==> src/hdl/stp_pkg.sv <==
`timescale 1ns / 1ps
`default_nettype none

package stp_pkg;

  localparam int unsigned NumMotorsDef = 2;

  localparam int unsigned TickW  = 16;
  localparam int unsigned SprW   = 13;
  localparam int unsigned AngleW = 16;
  localparam int unsigned StepsW = 19;
  localparam int unsigned CoilW  = 4;
  localparam int unsigned PatW   = 3;

  localparam int unsigned CfgIdxW  = 1;
  localparam int unsigned CfgDataW = 16;

  // register indexes
  localparam logic [CfgIdxW-1:0] RegTicksPerPhase = 1'b0;
  localparam logic [CfgIdxW-1:0] RegStepsPerRev   = 1'b1;

  localparam logic [TickW-1:0] TicksPerPhaseRst = 16'd10;
  localparam logic [SprW-1:0]  StepsPerRevRst   = 13'd512;

  // opcodes
  localparam logic OpTick   = 1'b0;
  localparam logic OpRotate = 1'b1;

  // rounding of |angle| * steps_per_rev / 360
  localparam int unsigned ProdW    = AngleW + SprW;     // 29
  localparam int unsigned HalfDeg  = 180;
  localparam int unsigned QuotW    = StepsW + 2;        // 21
  localparam int unsigned DivW     = ProdW - 3;         // 26, after the divide by 8
  localparam int unsigned RecipSh  = 31;
  localparam int unsigned RecipW   = 26;
  // floor(2^31 / 45)
  localparam logic [RecipW-1:0] Recip45 = 26'd47721858;
  localparam int unsigned Div45    = 45;

  localparam logic [StepsW-1:0] StepsMax = {StepsW{1'b1}};

  localparam int unsigned InDataW  = 16;
  localparam int unsigned InUserW  = 2;
  localparam int unsigned OutDataW = 32;

  function automatic logic [CoilW-1:0] coil_pattern(input logic rev,
                                                    input logic [PatW-1:0] idx);
    logic [CoilW-1:0] p;
    case (idx)
      3'd0: p = 4'h8;
      3'd1: p = 4'hC;
      3'd2: p = 4'h4;
      3'd3: p = 4'h6;
      3'd4: p = 4'h2;
      3'd5: p = 4'h3;
      3'd6: p = 4'h1;
      3'd7: p = 4'h9;
      default: p = 4'h0;
    endcase
    if (rev) begin
      // reverse order is the forward table read backwards
      case (idx)
        3'd0: p = 4'h9;
        3'd1: p = 4'h1;
        3'd2: p = 4'h3;
        3'd3: p = 4'h2;
        3'd4: p = 4'h6;
        3'd5: p = 4'h4;
        3'd6: p = 4'hC;
        3'd7: p = 4'h8;
        default: p = 4'h0;
      endcase
    end
    return p;
  endfunction

endpackage

`default_nettype wire

==> src/hdl/stepper_half_step_sequencer.sv <==
`timescale 1ns / 1ps
`default_nettype none

// channel   dir  handshake                  payload
// s_axis    in   tvalid / tready            tuser: opcode, motor_select; tdata: angle
// m_axis    out  tvalid / tready            tdata: coils, busy flags, accepted, command_steps
// cfg       in   cfg_we_i, no back-pressure cfg_idx_i, cfg_data_i
//
// one word per cycle sustained while m_axis_tready is high; from input to result: multiply by
// steps_per_rev, reciprocal multiply for the divide by 360, then correction and
// motor state update into the output register.
// each stage holds under back-pressure and empty stages fill while the output waits.
// reset turns all coils off, stops all motors and loads the register defaults.

module stepper_half_step_sequencer
  import stp_pkg::*;
#(
  parameter int unsigned NUM_MOTORS = NumMotorsDef
) (
  input  wire logic                clk_i,
  input  wire logic                rst_ni,

  input  wire logic                s_axis_tvalid,
  output      logic                s_axis_tready,
  input  wire logic [InDataW-1:0]  s_axis_tdata,   // [15:0] angle
  input  wire logic [InUserW-1:0]  s_axis_tuser,   // [0] opcode, [1] motor_select

  output      logic                m_axis_tvalid,
  input  wire logic                m_axis_tready,
  // [3:0] pitch_coils, [7:4] yaw_coils, [8] pitch_busy, [9] yaw_busy,
  // [10] accepted, [29:11] command_steps, [31:30] zero
  output      logic [OutDataW-1:0] m_axis_tdata,

  input  wire logic                cfg_we_i,
  input  wire logic [CfgIdxW-1:0]  cfg_idx_i,
  input  wire logic [CfgDataW-1:0] cfg_data_i
);

  typedef struct packed {
    logic op;
    logic sel;
    logic rev;
  } cmd_t;

  // configuration
  logic [TickW-1:0] tpp_q;
  logic [SprW-1:0]  spr_q;

  always_ff @(posedge clk_i or negedge rst_ni) begin
    if (!rst_ni) begin
      tpp_q <= TicksPerPhaseRst;
      spr_q <= StepsPerRevRst;
    end else if (cfg_we_i) begin
      case (cfg_idx_i)
        RegTicksPerPhase: tpp_q <= cfg_data_i[TickW-1:0];
        RegStepsPerRev:   spr_q <= cfg_data_i[SprW-1:0];
        default: ;
      endcase
    end
  end

  // stage valids and enables
  logic v1_q, v2_q, v3_q, vo_q;
  logic en1, en2, en3, eno;

  assign eno = !vo_q || m_axis_tready;
  assign en3 = !v3_q || eno;
  assign en2 = !v2_q || en3;
  assign en1 = !v1_q || en2;
  assign s_axis_tready = en1;

  always_ff @(posedge clk_i or negedge rst_ni) begin
    if (!rst_ni) begin
      v1_q <= 1'b0;
      v2_q <= 1'b0;
      v3_q <= 1'b0;
      vo_q <= 1'b0;
    end else begin
      if (en1) v1_q <= s_axis_tvalid;
      if (en2) v2_q <= v1_q;
      if (en3) v3_q <= v2_q;
      if (eno) vo_q <= v3_q;
    end
  end

  // stage 1: input register
  cmd_t              c1_q;
  logic [AngleW-1:0] ang1_q;

  always_ff @(posedge clk_i) begin
    if (en1) begin
      c1_q.op  <= s_axis_tuser[0];
      c1_q.sel <= s_axis_tuser[1];
      c1_q.rev <= s_axis_tdata[AngleW-1] || (s_axis_tdata[AngleW-1:0] == '0);
      ang1_q   <= s_axis_tdata[AngleW-1:0];
    end
  end

  logic [AngleW-1:0] mag1;
  logic [ProdW-1:0]  x1;

  assign mag1 = ang1_q[AngleW-1] ? (~ang1_q + 1'b1) : ang1_q;
  assign x1   = ProdW'(mag1) * ProdW'(spr_q) + ProdW'(HalfDeg);

  // stage 2: product plus half, divide by 8 then by 45
  cmd_t            c2_q;
  logic [DivW-1:0] y2_q;

  always_ff @(posedge clk_i) begin
    if (en2) begin
      c2_q <= c1_q;
      y2_q <= x1[ProdW-1:3];
    end
  end

  logic [DivW+RecipW-1:0] p2;
  assign p2 = (DivW+RecipW)'(y2_q) * (DivW+RecipW)'(Recip45);

  // stage 3: quotient estimate, low by at most one
  cmd_t             c3_q;
  logic [DivW-1:0]  y3_q;
  logic [QuotW-1:0] q3_q;

  always_ff @(posedge clk_i) begin
    if (en3) begin
      c3_q <= c2_q;
      y3_q <= y2_q;
      q3_q <= p2[RecipSh +: QuotW];
    end
  end

  logic [DivW+1:0]  qm45;
  logic [DivW+1:0]  rem3;
  logic [QuotW-1:0] quot3;
  logic [StepsW-1:0] steps3;

  always_comb begin
    qm45  = ((DivW+2)'(q3_q) << 5) + ((DivW+2)'(q3_q) << 3)
          + ((DivW+2)'(q3_q) << 2) + (DivW+2)'(q3_q);
    rem3  = (DivW+2)'(y3_q) - qm45;
    quot3 = q3_q + QuotW'(rem3 >= (DivW+2)'(Div45));
    steps3 = (quot3 > QuotW'(StepsMax)) ? StepsMax : quot3[StepsW-1:0];
  end

  // per-motor state
  logic [NUM_MOTORS-1:0] run_q,  run_d;
  logic [NUM_MOTORS-1:0] rev_q,  rev_d;
  logic [NUM_MOTORS-1:0] take;
  logic [PatW-1:0]   pat_q   [NUM_MOTORS];
  logic [PatW-1:0]   pat_d   [NUM_MOTORS];
  logic [StepsW-1:0] left_q  [NUM_MOTORS];
  logic [StepsW-1:0] left_d  [NUM_MOTORS];
  logic [TickW-1:0]  hold_q  [NUM_MOTORS];
  logic [TickW-1:0]  hold_d  [NUM_MOTORS];
  logic [CoilW-1:0]  coil_q  [NUM_MOTORS];
  logic [CoilW-1:0]  coil_d  [NUM_MOTORS];

  logic fire3;
  assign fire3 = v3_q && eno;

  for (genvar m = 0; m < NUM_MOTORS; m++) begin : g_motor
    logic             hit;
    logic [TickW-1:0] hold_inc;
    logic [StepsW-1:0] left_dec;

    assign hit      = (c3_q.op == OpRotate) && (32'(c3_q.sel) == m);
    assign take[m]  = hit && !run_q[m];
    assign hold_inc = hold_q[m] + 1'b1;
    assign left_dec = (left_q[m] != '0) ? left_q[m] - 1'b1 : '0;

    always_comb begin
      run_d[m]  = run_q[m];
      rev_d[m]  = rev_q[m];
      pat_d[m]  = pat_q[m];
      left_d[m] = left_q[m];
      hold_d[m] = hold_q[m];
      coil_d[m] = coil_q[m];
      if (c3_q.op == OpTick) begin
        if (run_q[m]) begin
          if (hold_inc < tpp_q) begin
            hold_d[m] = hold_inc;
          end else begin
            hold_d[m] = '0;
            if (pat_q[m] == '1) begin
              left_d[m] = left_dec;
              pat_d[m]  = '0;
              if (left_dec == '0) begin
                run_d[m]  = 1'b0;
                coil_d[m] = '0;
              end else begin
                coil_d[m] = coil_pattern(rev_q[m], '0);
              end
            end else begin
              pat_d[m]  = pat_q[m] + 1'b1;
              coil_d[m] = coil_pattern(rev_q[m], pat_q[m] + 1'b1);
            end
          end
        end
      end else if (take[m]) begin
        rev_d[m]  = c3_q.rev;
        pat_d[m]  = '0;
        hold_d[m] = '0;
        left_d[m] = steps3;
        run_d[m]  = (steps3 != '0);
        coil_d[m] = (steps3 != '0) ? coil_pattern(c3_q.rev, '0) : '0;
      end
    end

    always_ff @(posedge clk_i or negedge rst_ni) begin
      if (!rst_ni) begin
        run_q[m]  <= 1'b0;
        rev_q[m]  <= 1'b0;
        pat_q[m]  <= '0;
        left_q[m] <= '0;
        hold_q[m] <= '0;
        coil_q[m] <= '0;
      end else if (fire3) begin
        run_q[m]  <= run_d[m];
        rev_q[m]  <= rev_d[m];
        pat_q[m]  <= pat_d[m];
        left_q[m] <= left_d[m];
        hold_q[m] <= hold_d[m];
        coil_q[m] <= coil_d[m];
      end
    end
  end

  // result word
  logic [CoilW-1:0]  yaw_coils;
  logic              yaw_busy;
  logic              acc3;
  logic [OutDataW-1:0] out_d;
  logic [OutDataW-1:0] out_q;

  if (NUM_MOTORS > 1) begin : g_yaw
    assign yaw_coils = coil_d[NUM_MOTORS > 1 ? 1 : 0];
    assign yaw_busy  = run_d[NUM_MOTORS > 1 ? 1 : 0];
  end else begin : g_no_yaw
    assign yaw_coils = '0;
    assign yaw_busy  = 1'b0;
  end

  assign acc3  = |take;
  assign out_d = {2'b00, (acc3 ? steps3 : {StepsW{1'b0}}), acc3, yaw_busy, run_d[0],
                  yaw_coils, coil_d[0]};

  always_ff @(posedge clk_i) begin
    if (eno) begin
      out_q <= out_d;
    end
  end

  assign m_axis_tvalid = vo_q;
  assign m_axis_tdata  = out_q;

endmodule

`default_nettype wire
==> config.mk <==
export PLATFORM = sky130hd
export DESIGN_NAME = stepper_half_step_sequencer
export DESIGN_NICKNAME = d
export VERILOG_FILES = /design/src/hdl/stp_pkg.sv /design/src/hdl/stepper_half_step_sequencer.sv
export SDC_FILE = /design/constraint.sdc
export NUM_CORES = 2
export LEC_CHECK = 0
export BUFFER_PORTS_ARGS = -buffer_cell sky130_fd_sc_hd__buf_2
export CORE_MARGIN = 2
export CORE_UTILIZATION = 50
export DETAILED_ROUTE_END_ITERATION = 7
export GPL_ROUTABILITY_DRIVEN = 1
export PLACE_DENSITY = 0.63
export SETUP_SLACK_MARGIN = 0.4
export SLEW_MARGIN = 10
export SYNTH_ARGS = -nofsm -noshare
export SYNTH_HDL_FRONTEND = slang
export SYNTH_SLANG_ARGS = --single-unit
==> constraint.sdc <==
create_clock -name clk_i -period 17.7 [get_ports clk_i]
set_input_delay 0.885 -clock clk_i [delete_from_list [all_inputs] [get_ports clk_i]]
set_output_delay 0.885 -clock clk_i [all_outputs]
set_load 0.005 [all_outputs]
# == Word-level counts from Yosys, hierarchy flattened ==
# Memory sizes are Yosys's and may differ from the RTL's.
# Index checks and enable logic that the tools add are counted.
# Widths: inputs -> output; s select.
# word_totals
reg_bits,249
latchBits,0
ramBits,0
romBits,128
out_inout_bits,34
wordCells,164
memories,4
# memory_table
name,words,width,read_ports,rd_clocked_by_memory_dff,wr,line,source
(name not given),8,4,1,0,0,stp_pkg.sv:49,case (idx)
(name not given),8,4,1,0,0,stp_pkg.sv:62,case (idx)
(name not given),8,4,1,0,0,stp_pkg.sv:49,
(name not given),8,4,1,0,0,stp_pkg.sv:62,
# op_classes
addsub,13
n_mul,2
div,0
magnitude_cmp,4
n_eq_ne,6
n_shift,0
n_mux,62
bitwise,3
reduce_logical,37
# ops
operator,count
$mux 19,13
$mux 16,9
$mux 4,15
$reduce_bool 19->1,3
$mul 26x25->51 const B,1
$add 16x1->16 const B,3
$logic_not 19->1,2
$sub 19x1->19 const B,2
$lt 16x16->1,2
$mux 3,10
$add 29x8->29 const B,1
$mul 16x13->29,1
$add 27x23->28,1
$add 28x21->28,1
$ge 28x6->1 const B,1
$sub 26x28->28,1
$add 26x24->27,1
$add 21x1->21,1
$gt 21x19->1 const B,1
$logic_not 16->1,1
$not 16->16,1
$mux 1,15
$reduce_and 3->1,4
$reduce_and 5->1,2
other kinds (12),35

# == Longest topological paths before layout ==
# depth
depth_word,12
mapped_depth,34

# == Least setup slack after synthesis ==
# Ideal clock, no wire load.
# synth_path
path_type,reg2reg
from,register ang1_q[0]
to,"register y2_q[25], data pin"
setup_ps,260
arrival_time_ps,7142
path_slack_ps,10298
path_stages_with_launch,28
n_path_buf,1
synth_period_minus_slack_ps,7402
cell_sequence,edfxtp_1 > nor4_1 > nand2_1 > or3_1 > o31ai_1 > xnor2_1 > clkbuf_1 > nand2_1 > fa_1 > inv_1 > fa_1 > fa_1 > inv_1 > fa_1 > inv_1 > fa_1 > ha_1 > ha_1 > and2_1 > a2111oi_0 > a21oi_1 > a21oi_2 > a311oi_1 > and3_1 > or4_1 > a41o_1 > a21oi_2 > xnor2_1
# synth_via
elab_chain_len,5
# synth_lines
item,line,source
start: declaration,stepper_half_step_sequencer.sv:88,logic [AngleW-1:0] ang1_q;
start signal: assignment,stepper_half_step_sequencer.sv:95,ang1_q <= s_axis_tdata[AngleW-1:0];
$not 16->16,stepper_half_step_sequencer.sv:102,assign mag1 = ang1_q[AngleW-1] ? (~ang1_q + 1'b1) : ang1_q;
$add 16x1->16,stepper_half_step_sequencer.sv:102,
$mux 16 (*),stepper_half_step_sequencer.sv:102,
$mul 16x13->29 (*),stepper_half_step_sequencer.sv:103,assign x1 = ProdW'(mag1) * ProdW'(spr_q) + ProdW'(HalfDeg);
$add 29x8->29 (*),stepper_half_step_sequencer.sv:103,
net x1[28],stepper_half_step_sequencer.sv:100,logic [ProdW-1:0] x1;
end signal: assignment,stepper_half_step_sequencer.sv:112,y2_q <= x1[ProdW-1:3];
end: declaration,stepper_half_step_sequencer.sv:107,logic [DivW-1:0] y2_q;
# The timed path passes the listed nets; every way through them passes the cells marked *.
# A chain may end at the register's enable or synchronous reset.

==> results.md <==
| Quantity | Reported |
|---|---|
| Vias in the first global route | 23,400 |
| Worst Tran Pin Value | 1190 ps |
| Count of input and output buffers | 71 |
| Final Cell Area | 33,200 um2 |
| Die Ht | 253 um |
| Maximum fanout count along the critical path | 28 |
| Post-layout minimum cycle time | 8940 ps |
| Vias per std cell | 5.55 |
| Most used standard cells in the synthesized netlist | sky130_fd_sc_hd__inv_1, sky130_fd_sc_hd__ha_1, sky130_fd_sc_hd__fa_1 |
| Overflow after GRT | 0 |
| Post-Synthesis Cell Area | 30,900 um2 |
| Largest stage delay on the critical path | 700 ps |
| Post-synth top area cell | sky130_fd_sc_hd__fa_1 |
| WL/cell | 18.4 um |
| Core region area | 61,400 um2 |
| Path type of the worst min-delay path | in -> async |
| Number of sinks on the clock net | 249 |
| Fraction of layout instances using a drive strength above 1 | 6.44% |
| Total negative slack | 0 ps |
| Number of buffers on the longest clock path | 3 |
| Status | finished clean |
| Number of buffers inserted by hold repair at cts | 0 |
| Insertion delay to the later sink of the worst-skew pair | 590 ps |
| Most instantiated library cell after synthesis | sky130_fd_sc_hd__inv_1 |
| Die span in x | 253 um |
| Flip-flop and latch count after synthesis | 249 |
| NumNets Final | 4,052 |
| Unique cell type count in the Yosys netlist | 88 |
| Data required time at the worst endpoint | 18,050 ps |
| Clock transition at the register clock pins on the worst setup and hold paths after CTS | 60 ps |
| Post-CTS resize count | 0 |
| CP Buf/Inv Count | 3 |
| Worst Hold Margin | 325 ps |
| Post-synth top flop | sky130_fd_sc_hd__edfxtp_1 |
| Top Family by Delay on Critical Path | simple AND/OR/NAND/NOR gates |
| Sort of element at the end of the critical path | register |
| Max-slew violation count | 0 |
| Share of flip-flops with an asynchronous set or reset | 48.6% |
| Number of antenna violations at the first check in global routing | 1 |
| Setup violation total in the final timing report | 0 |
| Most area-consuming cells after synthesis | sky130_fd_sc_hd__fa_1, sky130_fd_sc_hd__ha_1, sky130_fd_sc_hd__edfxtp_1 |
| Arrival time worst endpoint | 9290 ps |
| Effective utilization at floorplan | 50.4% |
| DRC marker count from the first detailed-route iteration | 1,406 |
| Residual DRC | 0 |
| Overall track demand over capacity in global routing | 24.0% |
| Root buf cell | sky130_fd_sc_hd__clkbuf_16 |
| Last weighted congestion value of the routability-driven placer | 0.966 |
| Yosys warnings | 0 |
| Post-route clock skew | 26.8 ps |
| Half-perimeter wire length after placement | 60,000 um |
| Maximum number of pins on one net before global-route repair | 72 |
| Post-CTS Setup Inserts | 0 |
| Unrepaired setup endpoints after global routing | false |
| Final Cycle Share | 50.5% |
| Syn Inst Count | 3,147 |
| Ant diodes | 0 |
| DRT Pass-1 Iters | 6 |
| Layout overhead on the synthesized area | 7.40% |
| Number of H-tree branching levels | 1 |
| Row cnt | 91 |
| TritonCTS clock tree | done |
| Number of maximum-capacitance constraint violations | 0 |
| Die footprint | 63,800 um2 |
| Synth Area per Inst | 9.82 um2 |
| Startpoint type of the worst setup path | register |
| CP Class | reg -> reg |
| Headroom to the max-slew limit | 20.5% |
| Vias | 22,200 |
| TritonCTS Buffers | 31 |
| First-pass GRT wire length | 122,000 um |
| Highest clock frequency the design can meet | 0.112 GHz |
| Portion of the post-synthesis area used by sequential elements | 22.2% |
| Final wirelength | 73,700 um |
| Cell area reported after detailed placement | 32,100 um2 |
| Hold Fails Final Rpt | 0 |
| Worst-path cell with the longest stage delay | sky130_fd_sc_hd__and2_1 |
| Number of synthesized flops with an enable pin | 128 |
| Portion of synthesized cell area occupied by the leading cell type | 26.3% |
| IO Pins | 74 |
| Antenna-violating nets left | 0 |
[logic make-up after synthesis]
kind of cell	after synthesis	share of synthesized area [%]
XOR/XNOR	119	3.37
AO/OA/AOI/OAI	493	9.91
multiplexers	29	1.02
AND/OR/NAND/NOR	759	12.1
adder cells (fa/ha/maj)	822	43.1
buffers and inverters	675	8.27
flip-flops	249	22.2
other	1	0.0121
[stage by stage]
stage               std cells  util (%)  worst slack (ps)
floorplan                3148         -             10300
global placement         3948      52.3              9150
detailed placement       3948      52.3              8910
CTS                      4006      54.1              8880
global route             4006      54.1              8260
finish                   4006      54.1              8760
[path summary, 6_finish.rpt]
path / start / to / slack (ps) / cells past startpoint
setup / recovery: q3_q[3]$_DFFE_PP_ / m_axis_tdata[4]$_DFFE_PN_ / 8760 / 31
hold / removal: rst_ni / pat_q[5]$_DFFE_PN0P_ / 330 / 1
setup reg to reg: q3_q[3]$_DFFE_PP_ / m_axis_tdata[4]$_DFFE_PN_ / 8760 / 31
hold reg to reg: c1_q[2]$_DFFE_PP_ / c2_q[2]$_DFFE_PP_ / 410 / 0
max in group asynchronous: rst_ni / hold_q[16]$_DFFE_PN0P_ / 15960 / 2
min in group clk_i: c1_q[2]$_DFFE_PP_ / c2_q[2]$_DFFE_PP_ / 410 / 0
[flip-flops by register name, indices dropped and copies added, names as in the netlist]
register / count
v2_q: 1
c3_q: 3
m_axis_tvalid: 1
m_axis_tdata: 30
spr_q: 13
v1_q: 1
coil_q: 8
y3_q: 26
run_q: 2
rev_q: 2
pat_q: 6
tpp_q: 16
c2_q: 3
q3_q: 21
v3_q: 1
y2_q: 26
c1_q: 3
hold_q: 32
ang1_q: 16
left_q: 38
[cell type report]
type                            count  area (um2)
Clock buffer                       31         776
Clock inverter                     27         308
Multi-Input combinational cell   2224       21500
Timing Repair Buffer               96         546
Inverter                          589        2210
Fill cell                        5398       28200
Sequential cell                   249        6880
Tap cell                          790         988
[layout by cell type (no fill, tap or decap), drive strengths merged, types with 12 or more instances in the layout]
master and count:
edfxtp 128, o21a 24, nor2 134, inv 593, clkbuf 31, buf 96, nand4 29, nand2 297
clkinv 12, ha 415, a21o 25, o21ai 146, xor2 35, mux2 21, nor2b 17, and2 84
nand2b 21, nor4 22, nor3 38, dfrtp 118, o211ai 13, fa 406, or3 13, a22o 18
nand3 44, xnor2 84, a21oi 146, a31oi 25, and3 22
[metal layers]
metal  wire length (um)  GRT usage (%)  vias to the layer above
met1              31900           32.4                    11100
met4               2450           7.42                        2
met2              35700           40.1                      563
met5                 13              0                        -
li1                   -              -                    10400
met3               3720           3.25                      142
[worst reg2reg max path: cells and delay by family (launching register included)]
family,cells,cell delay [ps]
AND/OR/NAND/NOR,12,3160
adder cells (fa/ha/maj),6,2380
AO/OA/AOI/OAI,8,1800
flip-flops,1,520
multiplexers,1,400
buffers and inverters,3,300
XOR/XNOR,1,140
Power is not shown: default switching activity piles up to over one toggle a cycle in this logic, so the estimate is an artifact.
